**src/tcal_pkg.sv**
```systemverilog
// ============================================================================
// tcal_pkg
// Shared types and constants of the thresholded class argmax labeler: the
// configuration view that the lanes see, the per-lane tag and register codes.
// ============================================================================
package tcal_pkg;

    // Width of the label and of the class count and rank fields.
    localparam int LABEL_W = 4;
    // Width of the ignore mask register.
    localparam int IGN_W   = 8;
    // Data width of the configuration port.
    localparam int CFG_W   = 32;

    // Register index, taken from paddr[3:2].
    typedef enum logic [1:0] {
        REG_THRESHOLD   = 2'd0,
        REG_CLASS_COUNT = 2'd1,
        REG_BACKGROUND  = 2'd2,
        REG_IGNORE_MASK = 2'd3
    } reg_idx_t;

    // Configuration as the lanes use it.
    typedef struct packed {
        logic [LABEL_W-1:0] n_eff;       // class count clamped to the lane count
        logic               first;       // first scanned class (0 or 1)
        logic [IGN_W-1:0]   ignore_mask;
    } lane_cfg_t;

    // What one lane found for its class.
    typedef struct packed {
        logic               cand;        // in range, not ignored, above threshold
        logic [LABEL_W-1:0] rank;        // non-ignored classes below this one
    } lane_tag_t;

endpackage

```
**src/thresholded_class_argmax_labeler_top.sv**
```systemverilog
// An accepted request's label reaches m_tvalid via the lane and output registers.
// Throughput: one pixel per cycle unless m_tready stalls; every class has its
// own lane, and the merging tree and output register take an item each cycle.
// Reset: aresetn (synchronous, active low) empties the pipeline and returns
// the registers to threshold 16384, class_count 8, background 0, mask 0.
// ============================================================================
// thresholded_class_argmax_labeler_top
// Per-pixel labeler: one lane per class tests its score, a merging stage
// picks the winner, and an APB-style port holds the configuration.
// ============================================================================
module thresholded_class_argmax_labeler_top #(
    parameter int MAX_CLASSES = 8,
    parameter int SCORE_WIDTH = 16
) (
    input  logic                         aclk,
    input  logic                         aresetn,
    // Input pixel channel
    input  logic                         s_tvalid,
    output logic                         s_tready,
    // s_tdata: score_0 .. score_(MAX_CLASSES-1), SCORE_WIDTH bits each, from bit 0 up
    input  logic [((MAX_CLASSES*SCORE_WIDTH+7)/8)*8-1:0] s_tdata,
    // Label channel
    output logic                         m_tvalid,
    input  logic                         m_tready,
    // m_tdata: label [3:0], zeros above
    output logic [7:0]                   m_tdata,
    // Configuration port
    input  logic                         psel,
    input  logic                         penable,
    input  logic                         pwrite,
    input  logic [3:0]                   paddr,
    input  logic [tcal_pkg::CFG_W-1:0]   pwdata,
    output logic [tcal_pkg::CFG_W-1:0]   prdata,
    output logic                         pready
);

    logic signed [SCORE_WIDTH-1:0]  threshold_reg;
    logic [tcal_pkg::LABEL_W-1:0]   class_count_reg;
    logic                           background_reg;
    logic [tcal_pkg::IGN_W-1:0]     ignore_mask_reg;

    logic                           cfg_write;
    tcal_pkg::reg_idx_t             cfg_idx;
    tcal_pkg::lane_cfg_t            lane_cfg;

    logic                           v1_reg;
    logic                           v1_next;
    logic                           m_tvalid_reg;
    logic                           m_tvalid_next;
    logic                           ready2;
    logic                           load1;
    logic                           move2;

    logic signed [SCORE_WIDTH-1:0]  score_in   [MAX_CLASSES];
    logic signed [SCORE_WIDTH-1:0]  lane_score [MAX_CLASSES];
    tcal_pkg::lane_tag_t            lane_tag   [MAX_CLASSES];
    logic signed [SCORE_WIDTH-1:0]  score0_reg;
    logic                           offset_reg;
    logic [tcal_pkg::LABEL_W-1:0]   label_reg;

    // ------------------------------------------------------------------
    // Configuration registers
    // ------------------------------------------------------------------
    assign pready    = 1'b1;
    assign cfg_write = psel && penable && pwrite && pready;
    assign cfg_idx   = tcal_pkg::reg_idx_t'(paddr[3:2]);

    always_ff @(posedge aclk) begin
        if (!aresetn) begin
            threshold_reg   <= SCORE_WIDTH'(16384);
            class_count_reg <= tcal_pkg::LABEL_W'(8);
            background_reg  <= 1'b0;
            ignore_mask_reg <= '0;
        end else if (cfg_write) begin
            case (cfg_idx)
                tcal_pkg::REG_THRESHOLD:   threshold_reg   <= pwdata[SCORE_WIDTH-1:0];
                tcal_pkg::REG_CLASS_COUNT: class_count_reg <= pwdata[tcal_pkg::LABEL_W-1:0];
                tcal_pkg::REG_BACKGROUND:  background_reg  <= pwdata[0];
                tcal_pkg::REG_IGNORE_MASK: ignore_mask_reg <= pwdata[tcal_pkg::IGN_W-1:0];
                default: ;
            endcase
        end
    end

    // Register read-back.
    always_comb begin
        case (cfg_idx)
            tcal_pkg::REG_THRESHOLD:   prdata = tcal_pkg::CFG_W'(threshold_reg);
            tcal_pkg::REG_CLASS_COUNT: prdata = tcal_pkg::CFG_W'(class_count_reg);
            tcal_pkg::REG_BACKGROUND:  prdata = tcal_pkg::CFG_W'(background_reg);
            tcal_pkg::REG_IGNORE_MASK: prdata = tcal_pkg::CFG_W'(ignore_mask_reg);
            default:                   prdata = '0;
        endcase
    end

    // Class count clamped to the lane count; class 0 is skipped only when
    // background is on and more than one class is in use.
    always_comb begin
        lane_cfg.n_eff = (class_count_reg > tcal_pkg::LABEL_W'(MAX_CLASSES))
                         ? tcal_pkg::LABEL_W'(MAX_CLASSES) : class_count_reg;
        lane_cfg.first = background_reg && (lane_cfg.n_eff > tcal_pkg::LABEL_W'(1));
        lane_cfg.ignore_mask = ignore_mask_reg;
    end

    // ------------------------------------------------------------------
    // Pipeline control: lane stage, then output register
    // ------------------------------------------------------------------
    assign ready2   = !m_tvalid_reg || m_tready;
    assign s_tready = !v1_reg || ready2;
    assign load1    = s_tvalid && s_tready;
    assign move2    = v1_reg && ready2;

    always_comb begin
        v1_next = v1_reg;
        if (load1) begin
            v1_next = 1'b1;
        end else if (move2) begin
            v1_next = 1'b0;
        end
        m_tvalid_next = m_tvalid_reg;
        if (move2) begin
            m_tvalid_next = 1'b1;
        end else if (m_tready) begin
            m_tvalid_next = 1'b0;
        end
    end

    always_ff @(posedge aclk) begin
        if (!aresetn) begin
            v1_reg       <= 1'b0;
            m_tvalid_reg <= 1'b0;
        end else begin
            v1_reg       <= v1_next;
            m_tvalid_reg <= m_tvalid_next;
        end
    end

    // Class 0's score and the label offset travel beside the lanes.
    always_ff @(posedge aclk) begin
        if (load1) begin
            score0_reg <= score_in[0];
            offset_reg <= !lane_cfg.first;
        end
    end

    // ------------------------------------------------------------------
    // Class lanes
    // ------------------------------------------------------------------
    generate
        for (genvar j = 0; j < MAX_CLASSES; j++) begin : g_lane
            assign score_in[j] = s_tdata[j*SCORE_WIDTH +: SCORE_WIDTH];

            tcal_lane #(
                .LANE_IDX    (j),
                .SCORE_WIDTH (SCORE_WIDTH)
            ) u_lane (
                .aclk      (aclk),
                .load      (load1),
                .score_in  (score_in[j]),
                .threshold (threshold_reg),
                .cfg       (lane_cfg),
                .score_reg (lane_score[j]),
                .tag_reg   (lane_tag[j])
            );
        end
    endgenerate

    // ------------------------------------------------------------------
    // Merging stage
    // ------------------------------------------------------------------
    tcal_merge #(
        .MAX_CLASSES (MAX_CLASSES),
        .SCORE_WIDTH (SCORE_WIDTH)
    ) u_merge (
        .aclk       (aclk),
        .load       (move2),
        .lane_score (lane_score),
        .lane_tag   (lane_tag),
        .score0     (score0_reg),
        .offset     (offset_reg),
        .label_reg  (label_reg)
    );

    assign m_tvalid = m_tvalid_reg;
    assign m_tdata  = 8'(label_reg);

`ifndef SYNTH
    // A label never exceeds the number of classes.
    a_label_range: assert property (@(posedge aclk) disable iff (!aresetn)
        m_tvalid |-> (m_tdata <= 8'(MAX_CLASSES)))
        else $error("label out of range");

    // An accepted request occupies the lane stage in the next cycle.
    a_accept_fills: assert property (@(posedge aclk) disable iff (!aresetn)
        (s_tvalid && s_tready) |=> v1_reg)
        else $error("accepted request lost at lane stage");

    // A lane stage item that cannot move stays put.
    a_lane_hold: assert property (@(posedge aclk) disable iff (!aresetn)
        (v1_reg && !ready2 && !load1) |=> v1_reg)
        else $error("lane stage item dropped while stalled");

    // Input backpressure only when both stages are full and the output stalls.
    a_ready_reason: assert property (@(posedge aclk) disable iff (!aresetn)
        !s_tready |-> (v1_reg && m_tvalid_reg && !m_tready))
        else $error("input stalled without a full pipeline");

    // A move into the output register always presents a label next cycle.
    a_move_shows: assert property (@(posedge aclk) disable iff (!aresetn)
        move2 |=> m_tvalid)
        else $error("label not presented after merge");
`endif

endmodule

```
**src/tcal_lane.sv**
```systemverilog
// ============================================================================
// tcal_lane
// One class lane: decides whether its class may win (in scan range, not
// ignored, above threshold) and computes its rank among non-ignored classes.
// ============================================================================
module tcal_lane #(
    parameter int LANE_IDX    = 0,
    parameter int SCORE_WIDTH = 16
) (
    input  logic                          aclk,
    input  logic                          load,
    input  logic signed [SCORE_WIDTH-1:0] score_in,
    input  logic signed [SCORE_WIDTH-1:0] threshold,
    input  tcal_pkg::lane_cfg_t           cfg,
    output logic signed [SCORE_WIDTH-1:0] score_reg,
    output tcal_pkg::lane_tag_t           tag_reg
);

    localparam logic [tcal_pkg::LABEL_W-1:0] IDX = tcal_pkg::LABEL_W'(LANE_IDX);

    logic                           ignored;
    logic                           in_range;
    logic [tcal_pkg::LABEL_W-1:0]   rank;
    tcal_pkg::lane_tag_t            tag_next;

    // Mask bits exist only for the low classes; higher classes are never ignored.
    generate
        if (LANE_IDX < tcal_pkg::IGN_W) begin : g_mask
            assign ignored = cfg.ignore_mask[LANE_IDX];
        end else begin : g_nomask
            assign ignored = 1'b0;
        end
    endgenerate

    assign in_range = (IDX >= {{(tcal_pkg::LABEL_W-1){1'b0}}, cfg.first}) &&
                      (IDX < cfg.n_eff);

    // Count the non-ignored classes below this lane.
    always_comb begin
        rank = '0;
        for (int k = 0; k < LANE_IDX; k++) begin
            if (k >= tcal_pkg::IGN_W) begin
                rank = rank + 1'b1;
            end else if (!cfg.ignore_mask[k[2:0]]) begin
                rank = rank + 1'b1;
            end
        end
    end

    always_comb begin
        tag_next.cand = in_range && !ignored && (score_in > threshold);
        tag_next.rank = rank;
    end

    // Lane result register, loaded when a request enters the pipeline.
    always_ff @(posedge aclk) begin
        if (load) begin
            score_reg <= score_in;
            tag_reg   <= tag_next;
        end
    end

endmodule

```
**src/tcal_merge.sv**
```systemverilog
// ============================================================================
// tcal_merge
// Merging stage: a compare-select tree picks the highest candidate score,
// later classes winning ties, checks it against class 0's score and forms
// the label in the output register.
// ============================================================================
module tcal_merge #(
    parameter int MAX_CLASSES = 8,
    parameter int SCORE_WIDTH = 16
) (
    input  logic                          aclk,
    input  logic                          load,
    input  logic signed [SCORE_WIDTH-1:0] lane_score [MAX_CLASSES],
    input  tcal_pkg::lane_tag_t           lane_tag   [MAX_CLASSES],
    input  logic signed [SCORE_WIDTH-1:0] score0,
    input  logic                          offset,
    output logic [tcal_pkg::LABEL_W-1:0]  label_reg
);

    localparam int LEVELS = $clog2(MAX_CLASSES);
    localparam int NP     = 1 << LEVELS;
    localparam int NODES  = 2 * NP - 1;

    logic signed [SCORE_WIDTH-1:0]  node_score [NODES];
    tcal_pkg::lane_tag_t            node_tag   [NODES];
    logic                           found;
    logic [tcal_pkg::LABEL_W-1:0]   label_next;

    // Leaves: lanes in order, unused leaves never win.
    generate
        for (genvar i = 0; i < NP; i++) begin : g_leaf
            if (i < MAX_CLASSES) begin : g_used
                assign node_score[NP-1+i] = lane_score[i];
                assign node_tag[NP-1+i]   = lane_tag[i];
            end else begin : g_pad
                assign node_score[NP-1+i] = '0;
                assign node_tag[NP-1+i]   = '0;
            end
        end

        // Internal nodes: the right child holds the higher classes, so it
        // wins a tie.
        for (genvar n = 0; n < NP - 1; n++) begin : g_node
            logic pick_right;
            assign pick_right = node_tag[2*n+2].cand &&
                                (!node_tag[2*n+1].cand ||
                                 (node_score[2*n+2] >= node_score[2*n+1]));
            assign node_score[n] = pick_right ? node_score[2*n+2] : node_score[2*n+1];
            assign node_tag[n]   = pick_right ? node_tag[2*n+2]   : node_tag[2*n+1];
        end
    endgenerate

    // The running best starts at class 0's score, so the best candidate must
    // also reach that.
    assign found      = node_tag[0].cand && (node_score[0] >= score0);
    assign label_next = found ? (node_tag[0].rank + {{(tcal_pkg::LABEL_W-1){1'b0}}, offset})
                              : '0;

    always_ff @(posedge aclk) begin
        if (load) begin
            label_reg <= label_next;
        end
    end

endmodule

```
**config.mk**
```make
export PLATFORM = sky130hd
export DESIGN_NAME = thresholded_class_argmax_labeler_top
export DESIGN_NICKNAME = d
export VERILOG_FILES = /design/src/tcal_pkg.sv /design/src/thresholded_class_argmax_labeler_top.sv /design/src/tcal_lane.sv /design/src/tcal_merge.sv
export SDC_FILE = /design/constraint.sdc
export NUM_CORES = 1
export LEC_CHECK = 0
export ABC_AREA = 1
export ABC_CLOCK_PERIOD_IN_PS = 5700
export BUFFER_PORTS_ARGS = -buffer_cell sky130_fd_sc_hd__buf_2
export CORE_UTILIZATION = 23
export DETAILED_ROUTE_END_ITERATION = 16
export MAX_ROUTING_LAYER = met4
export PLACE_DENSITY_LB_ADDON = 0.3
export SLEW_MARGIN = 40
export SYNTH_ARGS = -nofsm -noshare
export SYNTH_HDL_FRONTEND = slang
export SYNTH_SLANG_ARGS = --single-unit
```
**constraint.sdc**
```tcl
create_clock -name aclk -period 5.7 [get_ports aclk]
set_input_delay 0.57 -clock aclk [delete_from_list [all_inputs] [get_ports aclk]]
set_output_delay 0.57 -clock aclk [all_outputs]
set_load 0.01 [all_outputs]
```
==> results of run 1 <==
## worst reg2reg max path: cells and delay by family, from the launching register on
family | cells | cell delay, ns
AO/OA/AOI/OAI | 13 | 1.59
XOR/XNOR | 1 | 0.22
adder cells (fa/ha/maj) | 4 | 1.19
buffers and inverters | 8 | 1.23
flip-flops | 1 | 0.41
AND/OR/NAND/NOR | 17 | 1.93
## power groups by stage
| stage | Combinational, mW | Sequential, mW | Clock [mW] |
|---|---|---|---|
| final | 3.78 | 1.74 | 1.26 |
| after CTS | 3.16 | 1.73 | 1.29 |
| after global routing | 4.16 | 1.75 | 1.34 |
| after detailed placement | 2.77 | 1.76 | 0 |
| after floorplan | 1.66 | 1.75 | 0 |
| after global placement | 2.73 | 1.76 | 0 |
## path summary, 6_finish.rpt
path,from,to,slack (ns),depth (start not counted)
max,g_lane[5].u_lane.score_reg[11],u_merge.label_reg[2],-1.15,43
min,s_tdata[25],g_lane[1].u_lane.score_reg[9],0.29,1
max reg2reg,g_lane[5].u_lane.score_reg[11],u_merge.label_reg[2],-1.15,43
min reg2reg,v1_reg,m_tvalid,0.48,2
## logic make-up after synthesis
group	after synthesis	synth area share, %
AOI/OAI and AO/OA	329	13.1
xor gates and xnor gates	11	0.656
adders and majority gates	264	22.5
buffers and inverters	255	7.51
DFF	194	37.6
other	2	0.0511
and+or+nand+nor	645	18.7
## placed cells by master (no fill, tap or decap), types with 56 or more instances in the layout
master | Yosys | routed
nand2_1 | 370 | 322
buf_4 | 24 | 310
ha_1 | 264 | 226
buf_2 | 10 | 190
inv_1 | 197 | 175
edfxtp_1 | 163 | 163
a21oi_1 | 133 | 108
nor2_1 | 112 | 93
nand3_1 | 96 | 80
o21ai_0 | 76 | 56
## area by class of cell
type / instances / area, sq um / area share, %
Antenna cell: 5 / 12.5 / 0.0588
Timing Repair inverter: 3 / 31.3 / 0.147
Tap cell: 846 / 1060 / 4.98
Clock buffer: 17 / 425 / 2.00
Inverter: 204 / 801 / 3.77
Multi-Input combinational cell: 1259 / 9460 / 44.5
Timing Repair Buffer: 529 / 3800 / 17.9
Clock inverter: 15 / 161 / 0.759
Sequential cell: 194 / 5520 / 25.9
## routing by layer
metal	up-vias	track usage, %	share of wire [%]
met5	-	-	0
met4	0	5.12	2.4
met3	53	2.75	4.3
met2	322	28.3	48
met1	6556	21.3	45
li1	6926	-	-
## timing repair
item                                   in CTS  in global routing
resized for setup                          87                205
pin swaps                                  45                 76
buffers inserted                           22                 31
setup endpoints to repair                   4                  4
endpoints found under the hold margin       0                  0
cloned                                      5                  8
==> results.md, run 1 <==
* Clock Skew at 0.0220 ns
* Die height at 255 microns
* Num CTS Buffers at 17
* Post-place instance area at ~0.019 sq mm
* Routed wire length at between 50000 and 60000 microns
* Most frequent CP cell: a21oi_2
* Remaining global-route overflow at 0
* Violated checks: setup timing
* Most common cell in the netlist: nand2_1
* Synthesized flop and latch total at around 190
* Setup TNS at -4.40 ns
* Period Utilization, post-route at 120%
* DRT iter0 DRCs at 685
* Final hold violation count at 0
* Hold/Removal Path Class: in -> reg
* Status: finished, violations left
* CP Data Arrival Time at 7.06 ns
* VDD IR-drop max at around 250 uV
* Final nets at 2643
* CP max-delay cell: edfxtp_1
* Pin count of the biggest net entering global routing at 82
* Routed via count at between 10000 and 15000
* Pwr dens at 319 mW/mm^2
* Top post-synthesis cells by area: edfxtp_1, ha_1, nand2_1
* Leakage at 9.78 nW
* Max Cap Viol at 0
* Synth async-reset ratio at 0%
* Hold WS at 0.287 ns
* RSZ-0062 raised after global routing: yes
* Final slew viol count at 0
* Final worst slack at -1.15 ns
* Die W at roughly 250 microns
* RePlAce Congestion at 0.951
* Syn Inst Count at 1700
* Ys flop type: edfxtp_1
* GRT Resource Usage Total at 17.1%
* Initial antenna violation count at 5
* Hold Buf Count CTS at 0
* CP endpoint kind: flip-flop
* Post-synth top cells: nand2_1, ha_1, inv_1, edfxtp_1, a21oi_1
* Worst Path Required at 5.91 ns
* Count of cell types in the netlist at 46
* Synth area leader: edfxtp_1
* Post-synthesis cell area at 0.0147 sq mm
* Crit start category: flip-flop
* Initial DRT Pass Iterations at 5
* Comb pwr share at a little under three fifths
* Worst-path clk slew at approximately 0.090 ns
* Clock power frac at 18.6%
* H-tree levels at 4
* CTS root buf: clkbuf_16
* ANT nets after route at 0
* Placed cells at 2974
* Fin util at 33.7%
* Fraction of layout cells with a size suffix above 1 at between 30% and 40%
* Worst-path fanout max at 6
* Post-route cell area at 0.0213 sq mm
* Synth warn at 0
* CP delay by family, top: simple AND/OR/NAND/NOR gates
* Starting Density at 23.3%
* Sequential power share at 25.7%
* # setup viols final at 4
* Die area at between 0.06 and 0.07 sq mm
* DR vias/cell at roughly 4.5
* Pre-CTS WS at -1.65 ns
* Switch share at 39.4%
* Vias in the first global route at 13500
* Clock sinks at slightly below 200
* CTS tree: built
* Yosys top cell area share at 33.3%
* Post-synth EDFFs at 163
* First-pass GRT wire length at around 79000 microns
* Fill count at 6625
* Sequential fraction of the synthesis area at ~38%
* Max reg flops at approximately 130
* Area of the core at 0.0631 sq mm
* Net Switching at 2.67 mW
* FMAX at roughly 150 MHz
* CP Class: reg -> reg
* Port Buffer Count at 190
* # DRC at 0
* Post-detail-place hpwl at 44000 microns
* Final Total Pwr at 6.78 mW
* Worst skew pair latency at 0.47 ns
* Clock Path Buffers at 2
* Period minus WS final at 6.85 ns
* CP Buf/Inv Count at 8
* Syn-to-layout area delta at 44.8%
* Syn avg cell area at approximately 8.6 sq um
* Final Non-Filler Cells at just over 3000
* Internal power at 4.10 mW
* Crit-path max cell delay at a little over 0.4 ns
* Worst slew pin tran at 0.821 ns
* Num ports at 214
* Slew HR at between 40 and 50%
* Wire per inst at 18.0 microns
* Standard-cell rows at slightly above 90
Power figures use the tool's default switching activity.
==> run 2, diff against run 1 <==
Settings changed: CTS_CLUSTER_SIZE from default to 30, RECOVER_POWER from default to 50.
==> results.md, run 2 (synthesis gave the netlist of run 1 again) <==
* RePlAce Congestion at 0.951
* ANT nets after route at 0
* Beginning of the critical path: g_lane[5].u_lane.score_reg[11]
* Placed cells at around 3000
* Clock Path Buffers at 2
* Worst Path Required at 5.91 ns
* Max reg flops at 128
* Final Total Pwr at 6.77 mW
* CP max-delay cell: edfxtp_1
* Routed via count at about 14000
* Slew HR at -156%
* Final slew viol count at 82
* Fraction of layout cells with a size suffix above 1 at 31.4%
* Syn-to-layout area delta at 43.7%
* Worst slew pin tran at 3.82 ns
* Leakage at 9.42 nW
* VDD IR-drop max at 244 uV
* Clock Skew at 0.0214 ns
* Vias in the first global route at 13500
* Crit start category: flip-flop
* Starting Density at a little under a quarter
* RSZ-0062 raised after global routing: yes
* Max Cap Viol at 1
* GRT Resource Usage Total at between 10% and 20%
* R2R depth at 44
* Post-place instance area at 0.0187 sq mm
* Die W at around 250 microns
* Most frequent cells in the layout: nand2_1, buf_4, ha_1
* Status: finished, violations left
* Worst skew pair latency at 0.47 ns
* Area of the core at 0.0631 sq mm
* Num ports at 214
* Pre-CTS WS at -1.65 ns
* GRT Max-Usage Layer: met2
* Pin count of the biggest net entering global routing at ~80
* CTS root buf: clkbuf_16
* R2R Path Start: g_lane[5].u_lane.score_reg[11]
* Most frequent CP cell: a21oi_2
* Hold Path Origin: s_tdata[25]
* Met3 Use GR at 2.75%
* Period minus WS final at 6.84 ns
* # setup viols final at 4
* Period Utilization, post-route at 120%
* R2R setup slack at -1.14 ns
* Final worst slack at -1.14 ns
* Fin util at between 30% and 40%
* CP Class: reg -> reg
* Clock sinks at 194
* Crit-path max cell delay at around 0.41 ns
* Port Buffer Count at 190
* Remaining global-route overflow at 0
* Worst R2R End: u_merge.label_reg[2]
* Violated checks: capacitance limit, slew limit, setup timing
* Worst-path fanout max at 6
* Die area at 0.0649 sq mm
* Initial antenna violation count at 4
* Hold WS at 0.286 ns
* Final hold violation count at 0
* Initial DRT Pass Iterations at 5
* Worst-path clk slew at roughly 0.090 ns
* Final Non-Filler Cells at 3071
* Hold Buf Count CTS at 0
* Crit path to: u_merge.label_reg[2]
* Post-route cell area at 0.0211 sq mm
* Logic depth of the worst setup path including buffers at 44
* CP Data Arrival Time at 7.06 ns
* H-tree levels at 4
* Die height at about 250 microns
* # DRC at 0
* Global routing usage on met1 at a little over a fifth
* Pwr dens at 321 mW/mm^2
* Post-detail-place hpwl at 44000 microns
* Standard-cell rows at 92
* GRT met2 Usage at 28.3%
* DR vias/cell at 4.50
* Hold/Removal Path Class: in -> reg
* CP Buf/Inv Count at 8
* First-pass GRT wire length at 79100 microns
* Setup TNS at -4.38 ns
* Commonest non-fill, non-tap cell in the layout: nand2_1
* Wire per inst at 18.0 microns
* Routed wire length at 55200 microns
* Final nets at 2643
* CP delay by family, top: compound AO/OA/AOI/OAI gates
* CP endpoint kind: flip-flop
* FMAX at about 150 MHz
* Num CTS Buffers at 17
* DRT iter0 DRCs at between 600 and 700
* CTS tree: built
run 2: what timing repair did:
action,CTS,global route
gates resized for setup,87,205
cloned,5,8
pin swaps,45,76
buffers inserted,22,31
setup endpoints to repair,4,4
run 2: where the power goes:
part           internal (mW)  switching, mW  leakage [nW]
Clock                  0.625          0.641         0.285
Sequential              1.68         0.0677          1.83
Combinational           1.80           1.97          7.31
Total                   4.10           2.68          9.42
run 2: worst register-to-register path: cells and delay by family (launching register included):
family | cells | cell delay, ns
compound gates | 14 | 1.88
xor+xnor | 1 | 0.22
fa+ha+maj | 4 | 1.13
buf+inv | 8 | 1.18
flops | 1 | 0.41
simple gates | 17 | 1.75
run 2: worst min path at each step:
stage                                               end  slack (ns)  cells past startpoint
after floorplan                          background_reg        0.44                      2
after global placement                         m_tvalid        0.46                      2
after detailed placement                       m_tvalid        0.47                      2
after CTS                 g_lane[1].u_lane.score_reg[9]        0.27                      1
after global routing      g_lane[1].u_lane.score_reg[9]        0.27                      1
final                     g_lane[1].u_lane.score_reg[9]        0.29                      1
run 2: metal layers:
layer / vias up / share of wire [%]
met5: - / 0
met4: 0 / 2.5
met3: 55 / 4.3
met2: 326 / 48
met1: 6509 / 45
li1: 6930 / -
run 2: layout make-up:
| cell class | instances | area, sq um |
|---|---|---|
| Clock buffer | 17 | 425 |
| Inverter | 204 | 797 |
| Sequential cell | 194 | 5520 |
| Multi-Input combinational cell | 1259 | 9460 |
| Fill cell | 6683 | 42000 |
| Timing Repair Buffer | 529 | 3640 |
| Clock inverter | 15 | 161 |
| Timing Repair inverter | 3 | 31.3 |
| Antenna cell | 4 | 10.0 |
| Tap cell | 846 | 1060 |
==> run 3, diff against run 2 <==
Settings changed: BUFFER_PORTS_ARGS -buffer_cell sky130_fd_sc_hd__buf_2 to default, DONT_BUFFER_PORTS from default to 1.
==> results.md, run 3 (synthesis gave the netlist of run 1 again) <==
* Final slew viol count at 83
* Area of the core at 0.0631 sq mm
* FMAX at roughly 150 MHz
* Final worst slack at -0.909 ns
* Final hold violation count at 0
* Period Utilization, post-route at 116%
* Max Cap Viol at 1
* Worst skew pair latency at ~0.50 ns
* Routed via count at about 13000
* Port Buffer Count at 0
* Final nets at 2412
* Worst R2R End: u_merge.label_reg[3]
* Hold WS at 0.155 ns
* Max reg flops at 128
* Violated checks: capacitance limit, slew limit, setup timing
* Crit start category: flip-flop
* CP Class: reg -> reg
* Post-route cell area at 0.0195 sq mm
* Worst slew pin tran at between 3 and 4 ns
* R2R Path Start: g_lane[0].u_lane.score_reg[8]
* CP Data Arrival Time at 6.87 ns
* Placed cells at roughly 2800
* GRT Resource Usage Total at about 17%
* Hold Crit Endpoint: g_lane[5].u_lane.score_reg[2]
* Post-detail-place hpwl at roughly 44000 microns
* ANT nets after route at 0
* Status: finished, violations left
* CTS tree: built
* Initial DRT Pass Iterations at 5
* Pwr dens at 313 mW/mm^2
* R2R depth at 48
* Num ports at 214
* # DRC at 0
* Starting Density at 23.3%
* Die W at 255 microns
* Leakage at 8.63 nW
* VDD IR-drop max at 244 uV
* Setup TNS at -3.61 ns
* Worst-path fanout max at 8
* Clock Skew at 0.0153 ns
* Syn-to-layout area delta at 32.7%
* Pin count of the biggest net entering global routing at 83
* Hold/Removal Path Class: in -> reg
* Worst Path Required at 5.96 ns
* Remaining global-route overflow at 0
* # setup viols final at 4
* Clock Path Buffers at 2
* R2R setup slack at -0.91 ns
* Num CTS Buffers at 17
* Most frequent CP cell: nand2_1
* Standard-cell rows at 92
* CP max-delay cell: edfxtp_1
* Cells on Worst Hold Path at 0
* CTS root buf: clkbuf_16
* Post-place instance area at 0.0176 sq mm
* Beginning of the critical path: g_lane[0].u_lane.score_reg[8]
* DR vias/cell at about 4.5
* Vias in the first global route at around 13000
* Crit-path max cell delay at 0.39 ns
* RSZ-0062 raised after global routing: yes
* H-tree levels at 4
* Initial antenna violation count at 5
* Clock sinks at 194
* CP endpoint kind: flip-flop
* Hold Path Origin: s_tdata[82]
* Most frequent cells in the layout: nand2_1, buf_4, ha_1
* First-pass GRT wire length at 77400 microns
* Die height at between 200 and 300 microns
* Slew HR at -134%
* Period minus WS final at roughly 6.6 ns
* Wire per inst at just under 20 microns
* DRT iter0 DRCs at 687
* Die area at roughly 0.065 sq mm
* RePlAce Congestion at 0.898
* Pre-CTS WS at -1.39 ns
* Final Non-Filler Cells at 2847
* Fraction of layout cells with a size suffix above 1 at 26.9%
* Worst-path clk slew at 0.08 ns
* Commonest non-fill, non-tap cell in the layout: nand2_1
* Routed wire length at 54700 microns
-- run 3: cell count changes in the layout (fill, tap and decap cells not counted), sizes merged --
cell,delta
clkbuf,-129
buf,-99
diode,+7
inv,-4
nand2,-2
bufinv,+1
clkinv,+1
clkinvlp,+1
-- run 3: metrics by stage --
stage / util [%] / power, mW
after detailed placement: 27.9 / 4.36
final: 30.9 / 6.09
after global routing: 30.9 / 6.55
after floorplan: - / 3.41
after global placement: 27.8 / 4.33
after CTS: 29.4 / 5.85
-- run 3: worst max-delay path, delay by kind of cell, from the launching register on --
| kind | cells | cell delay, ns |
|---|---|---|
| AO/OA/AOI/OAI | 7 | 1.01 |
| XOR/XNOR | 1 | 0.25 |
| AND/OR/NAND/NOR | 29 | 2.93 |
| buffers and inverters | 7 | 0.73 |
| flip-flops | 1 | 0.39 |
| adder cells (fa/ha/maj) | 4 | 1.02 |
-- run 3: cell type report --
class,count,area (sq um)
sequential,194,5520
timing repair buffer,301,2410
clock buffer,17,425
antenna,11,27.5
fill,6688,43600
multi-input combinational,1257,9070
inverter,204,781
timing repair inverter,2,13.8
tap,846,1060
clock inverter,15,176
-- run 3: power by group --
group	internal [mW]	switching, mW	total, mW
clock network	0.659	0.639	1.30
logic	1.37	1.67	3.04
registers	1.67	0.0801	1.76
-- run 3: what timing repair did --
action,CTS,global route
cloned,3,3
pin swaps,10,67
hold buffers,0,0
buffers inserted,12,26
gates resized for setup,49,142
endpoints found under the setup margin,4,4
-- run 3: worst max path at each step --
stage                           endpoint  slack (ns)  cells after the start
floorplan           u_merge.label_reg[2]       -0.18                     49
global placement    u_merge.label_reg[2]       -1.41                     52
detailed placement  u_merge.label_reg[2]       -1.39                     52
CTS                 u_merge.label_reg[3]       -0.95                     47
global route        u_merge.label_reg[2]       -1.42                     52
finish              u_merge.label_reg[3]       -0.91                     48
-- run 3: metal layers --
layer,global-route usage [%],vias up,share of wire [%]
li1,-,6450,-
met1,18.6,5970,40
met2,28.4,263,49
met3,7.33,51,8.8
met4,5.17,0,2.5
met5,-,-,0
